$ cat config.mk
export PLATFORM = sky130hd
export DESIGN_NAME = fxalu_fifo
export DESIGN_NICKNAME = d
export VERILOG_FILES = /design/src/rtl/fxalu_pkg.sv /design/src/rtl/fxalu_fifo.sv
export SDC_FILE = /design/constraint.sdc
export NUM_CORES = 1
export LEC_CHECK = 0
export BUFFER_PORTS_ARGS = -buffer_cell sky130_fd_sc_hd__buf_2
export CORE_MARGIN = 3
export CORE_UTILIZATION = 57
export DETAILED_ROUTE_END_ITERATION = 8
export PLACE_DENSITY = 0.79
export SLEW_MARGIN = 20
export SYNTH_ARGS = -nofsm -noshare
export SYNTH_HDL_FRONTEND = slang
export SYNTH_SLANG_ARGS = --single-unit
$ cat constraint.sdc
create_clock -name clk_i -period 4.6 [get_ports clk_i]
set_input_delay 0 -clock clk_i [delete_from_list [all_inputs] [get_ports clk_i]]
set_output_delay 0 -clock clk_i [all_outputs]
set_load 0.02 [all_outputs]
$ cat src/rtl/fxalu_pkg.sv
// ----------------------------------------------------------------------------
// fxalu_pkg
// Shared types, constants and saturation helper of the Q24.8 fixed-point ALU.
// ----------------------------------------------------------------------------
package fxalu_pkg;

  localparam int DATA_WIDTH = 32;
  localparam int FRAC_BITS  = 8;

  localparam int ProdW     = 2 * DATA_WIDTH;         // full product width
  localparam int DivW      = DATA_WIDTH + FRAC_BITS; // dividend/quotient width
  localparam int DivSteps  = DivW;                   // one quotient bit per stage
  localparam int FifoDepth = 4;
  localparam int PtrW      = $clog2(FifoDepth);

  typedef logic signed [DATA_WIDTH-1:0] data_t;
  typedef logic        [DATA_WIDTH-1:0] mag_t;
  typedef logic        [ProdW:0]        wmag_t;

  typedef enum logic [3:0] {
    CMD_ADD      = 4'd0,
    CMD_SUB      = 4'd1,
    CMD_MUL      = 4'd2,
    CMD_DIV      = 4'd3,
    CMD_CMP      = 4'd4,
    CMD_MIN      = 4'd5,
    CMD_MAX      = 4'd6,
    CMD_INC      = 4'd7,
    CMD_DEC      = 4'd8,
    CMD_TO_INT   = 4'd9,
    CMD_FROM_INT = 4'd10
  } cmd_e;

  // work class handed from the front to the back
  typedef enum logic [1:0] {
    OPC_SIMPLE = 2'd0,
    OPC_MUL    = 2'd1,
    OPC_DIV    = 2'd2
  } opc_e;

  typedef struct packed {
    opc_e  opc;
    logic  neg;
    data_t res;
    logic  ovf;
    logic  dz;
    logic  lt;
    logic  eq;
    logic  gt;
    mag_t  ma;
    mag_t  mb;
  } item_t;

  typedef struct packed {
    logic  ovf;
    data_t res;
  } sat_t;

  localparam data_t MaxVal = {1'b0, {(DATA_WIDTH-1){1'b1}}};
  localparam data_t MinVal = {1'b1, {(DATA_WIDTH-1){1'b0}}};
  localparam wmag_t PosLim = {{(ProdW-DATA_WIDTH+2){1'b0}}, {(DATA_WIDTH-1){1'b1}}};
  localparam wmag_t NegLim = {{(ProdW-DATA_WIDTH+1){1'b0}}, 1'b1,
                              {(DATA_WIDTH-1){1'b0}}};
  localparam wmag_t MulHalf = wmag_t'(2**FRAC_BITS) >> 1;

  // sign + magnitude -> saturated two's complement
  function automatic sat_t sat_pack(input logic neg, input wmag_t mag);
    sat_t r;
    r.ovf = 1'b0;
    if (!neg) begin
      if (mag > PosLim) begin
        r.ovf = 1'b1;
        r.res = MaxVal;
      end else begin
        r.res = data_t'(mag[DATA_WIDTH-1:0]);
      end
    end else begin
      if (mag > NegLim) begin
        r.ovf = 1'b1;
        r.res = MinVal;
      end else begin
        r.res = data_t'({DATA_WIDTH{1'b0}} - mag[DATA_WIDTH-1:0]);
      end
    end
    return r;
  endfunction

endpackage

$ cat src/rtl/fxalu_fifo.sv
// ----------------------------------------------------------------------------
// fxalu_fifo
// Short queue between front and back.
// ----------------------------------------------------------------------------
module fxalu_fifo
  import fxalu_pkg::*;
(
  input  logic  clk_i,
  input  logic  rst_ni,
  input  logic  push_i,
  input  item_t item_i,
  output logic  full_o,
  input  logic  pop_i,
  output logic  valid_o,
  output item_t item_o
);

  item_t             mem_q [FifoDepth];
  logic [PtrW-1:0]   wr_q, rd_q;
  logic [PtrW:0]     cnt_q;
  logic              do_push, do_pop;

  assign full_o  = cnt_q == (PtrW+1)'(FifoDepth);
  assign valid_o = cnt_q != '0;
  assign item_o  = mem_q[rd_q];
  assign do_push = push_i && !full_o;
  assign do_pop  = pop_i && valid_o;

  always_ff @(posedge clk_i or negedge rst_ni) begin
    if (!rst_ni) begin
      wr_q  <= '0;
      rd_q  <= '0;
      cnt_q <= '0;
    end else begin
      if (do_push) wr_q <= wr_q + 1'b1;
      if (do_pop)  rd_q <= rd_q + 1'b1;
      cnt_q <= cnt_q + (PtrW+1)'(do_push) - (PtrW+1)'(do_pop);
    end
  end

  always_ff @(posedge clk_i) begin
    if (do_push) mem_q[wr_q] <= item_i;
  end

endmodule

==> impl_metrics.sql <==
INSERT INTO impl_metrics (metric_group, metric, value, unit) VALUES
('drt', 'drc_errors', '0', ''),
('floorplanning', 'coreArea', '0.0264', 'mm^2'),
('drt', 'routed_antenna_nets', '0', ''),
('sta', 'finalHoldViolations', '0', ''),
('yosys', 'synth.ff_latch_count', '423', ''),
('power', 'pwr_density_cell', '645', 'mW/mm^2'),
('sta', 'worst-slew-pin-transition', '968', 'ps'),
('cts', 'ctsLongestPathBuffers', '3', ''),
('cells_and_area', 'post-route-util', '0.732', ''),
('floorplanning', 'initial_core_util', '0.587', ''),
('yosys', 'mapped_area', '0.0155', 'mm^2'),
('placed_design', 'place_congestion', '0.751', ''),
('cts', 'post_cts_resize_count', '0', ''),
('drt', 'via_per_inst', '5.72', ''),
('placed_design', 'place_hpwl', '17.0', 'mm'),
('cells_and_area', 'drive_gt1_frac', '0.405', ''),
('floorplanning', 'floorplan.die_area', '0.0291', 'mm^2'),
('yosys', 'synth.avg_cell_area', '26.5', 'um^2'),
('cts', 'holdBufCountCts', '108', ''),
('placed_design', 'placedCellCount', '1117', ''),
('drt', 'drt_first_pass_iters', '5', ''),
('sta', 'max_freq', '344', 'MHz'),
('sta', 'timing.final.setup_violations', '0', ''),
('grt', 'grt_pass1_vias', '8082', ''),
('cts', 'clk_pin_slew', '60', 'ps'),
('grt', 'grt_overflow_total', '0', ''),
('floorplanning', 'die_width', '171', 'um'),
('worst_setup_path', 'worst_path_maximum_fanout', '46', ''),
('sta', 'rsz0062_at_grt', 'false', ''),
('yosys', 'synth.net_count', '699', ''),
('outcome', 'status', 'finished, final reports clean', ''),
('worst_setup_path', 'worstPathArrival', '2900', 'ps'),
('worst_setup_path', 'worst-setup-path-type', 'reg2out', ''),
('worst_setup_path', 'crit_path_end_kind', 'output pin', ''),
('sta', 'skew', '17.8', 'ps'),
('grt', 'grt.total_usage', '0.210', ''),
('sta', 'post-route-min-period', '2900', 'ps'),
('cts', 'post-cts-setup-buffer-count', '0', ''),
('worst_setup_path', 'cpLargestDelayFamily', 'flip-flops', ''),
('cts', 'cts_inserted_buffers', '41', ''),
('worst_setup_path', 'crit_buf_inv', '2', ''),
('grt', 'grt_start_max_net_pins', '85', ''),
('cells_and_area', 'post_layout_nonfiller_instances', '1301', ''),
('sta', 'final_sum_of_negative_setup_slack', '0', 'ps'),
('cts', 'clock_sinks', '423', ''),
('cells_and_area', 'fin_nets', '1048', ''),
('sta', 'finalCritPeriodShare', '0.631', ''),
('placed_design', 'io_buffers', '213', ''),
('cts', 'clock_tree_from_tritoncts', 'built', ''),
('hold_path', 'holdCritPathClass', 'in2reg', ''),
('sta', 'maxSlewViolCount', '0', ''),
('floorplanning', 'die-height', '171', 'um'),
('sta', 'timing.slew.headroom', '0.355', ''),
('cells_and_area', 'num_antenna_cells', '0', ''),
('power', 'p_leak', '6.65', 'nW'),
('cells_and_area', 'syn2layout_area_growth', '24.7', '%'),
('cts', 'cts.htree.levels', '2', ''),
('yosys', 'syn-instance-count', '584', ''),
('worst_setup_path', 'timing.critical_path.required', '4600', 'ps'),
('floorplanning', 'num_rows', '59', ''),
('cts', 'clk_root_buffer_cell', 'clkbuf_16', ''),
('worst_setup_path', 'crit_slowest_cell', 'dfrtp_4', ''),
('yosys', 'yosysWarningCount', '0', ''),
('flow_run', 'cap_viol_max_count', '0', ''),
('cts', 'clk_latency', '520', 'ps'),
('grt', 'grt_antenna_before_repair', '1', ''),
('power', 'power.ir.vdd_worst', '0.497', 'mV'),
('floorplanning', 'io_pins', '214', ''),
('drt', 'totalWireLength', '30.4', 'mm'),
('drt', 'vias', '7439', ''),
('grt', 'grt_first_pass_wirelength', '46.2', 'mm'),
('worst_setup_path', 'slowest_delay', '1040', 'ps'),
('worst_setup_path', 'critical_path.startpoint_type', 'flop', ''),
('yosys', 'synth_sequential_area_ratio', '0.819', ''),
('drt', 'wire_per_inst', '23.4', 'um'),
('drt', 'drt-initial-drc-count', '741', ''),
('yosys', 'synth_cell_types', '22', ''),
('worst_setup_path', 'timing.critical_path.cells', 'buf_4 > mux4_2 > buf_2', '');
power by group:
group	switching [mW]	total, mW	internal, mW
clock	1.33	3.16	1.83
sequential	0.318	5.40	5.09
combinational	2.27	3.88	1.61
Yosys cell counts:
master,instances,area share
nor3b_2,1,0.00081
xnor2_1,3,0.0017
ha_1,6,0.0049
mux4_2,104,0.15
nand2b_1,4,0.0016
clkbuf_1,4,0.00097
buf_6,5,0.0036
inv_1,5,0.0012
edfxtp_1,416,0.81
and3b_1,4,0.0023
nand2_1,1,0.00024
buf_12,1,0.0013
o311ai_0,1,0.00057
buf_2,13,0.0042
fa_1,1,0.0013
nand4bb_1,2,0.0015
dfrtp_1,7,0.011
or3_1,1,0.00040
o31a_1,1,0.00057
buf_4,1,0.00049
xor2_1,1,0.00057
o211ai_1,2,0.00097
routing by layer:
metal,wire [um],track usage,vias to the layer above,part of all wire
li1,-,-,3225,-
met4,585,0.0543,2,0.019
met2,15800,0.358,288,0.52
met5,13,0,-,0.00043
met3,1840,0.0402,44,0.060
met1,12200,0.287,3880,0.40
cell families (layout without fill, tap and decap cells):
kind of cell / Yosys count / in the layout / synth area share
adders and majority gates: 7 / 7 / 0.00615
xor gates and xnor gates: 4 / 4 / 0.00227
AOI/OAI and AO/OA: 4 / 4 / 0.00210
DFF: 423 / 423 / 0.819
and+or+nand+nor: 13 / 13 / 0.00680
muxes: 104 / 104 / 0.152
buffers and inverters: 29 / 411 / 0.0118
final cells by class:
type / instances / area, um^2
clock buffer: 53 / 1110
clock inverter: 23 / 170
fill: 1451 / 7070
inverter: 5 / 18.8
multi-input combinational: 132 / 2630
sequential: 423 / 12700
tap: 335 / 419
timing repair buffer: 330 / 2260
metrics by stage:
stage / setup WS, ps / power, mW / hold WS (ps) / instance area (um^2)
2_1_floorplan: 933 / 8.13 / -296 / 15500
3_5_place_dp: 2010 / 9.32 / -152 / 16900
4_1_cts: 1570 / 12.6 / 206 / 19300
6_report: 1700 / 12.4 / 222 / 19300
5_1_grt: 1410 / 13.0 / 229 / 19300
3_3_place_gp: 2110 / 9.20 / -161 / 16900
final timing paths:
path,start,to,slack [ps],depth (start not counted)
max,rd_q[0],item_o[53],1700,3
min,item_i[28],mem_q[0][28],220,2
min reg2reg,wr_q[1],wr_q[1],650,2
max in group asynchronous,rst_ni,rd_q[1],3830,3
min in group asynchronous,rst_ni,cnt_q[1],480,3
max reg2reg,cnt_q[2],mem_q[2][84],2030,3
state kept, by name (all words and copies together), names as in the netlist:
name,cells
cnt_q,3
rd_q,2
mem_q,416
wr_q,2
cell usage in the layout, fill, tap and decap left out:
master           n
and3b_4          4
buf_12           4
buf_2          213
buf_4            5
bufinv_16        2
clkbuf_1        10
clkbuf_16       43
clkinv_1         8
clkinv_2         8
clkinv_4         1
clkinvlp_4       3
dfrtp_1          5
dfrtp_4          2
dlygate4sd3_1  108
edfxtp_1       416
fa_1             1
ha_1             6
inv_1            5
inv_6            1
mux4_2         104
nand2_1          1
nand2b_1         4
nand4bb_1        2
nor3b_2          1
o211ai_1         2
o311ai_0         1
o31a_1           1
or3_1            1
xnor2_1          3
xor2_1           1
Power figures use the tool's default switching activity.
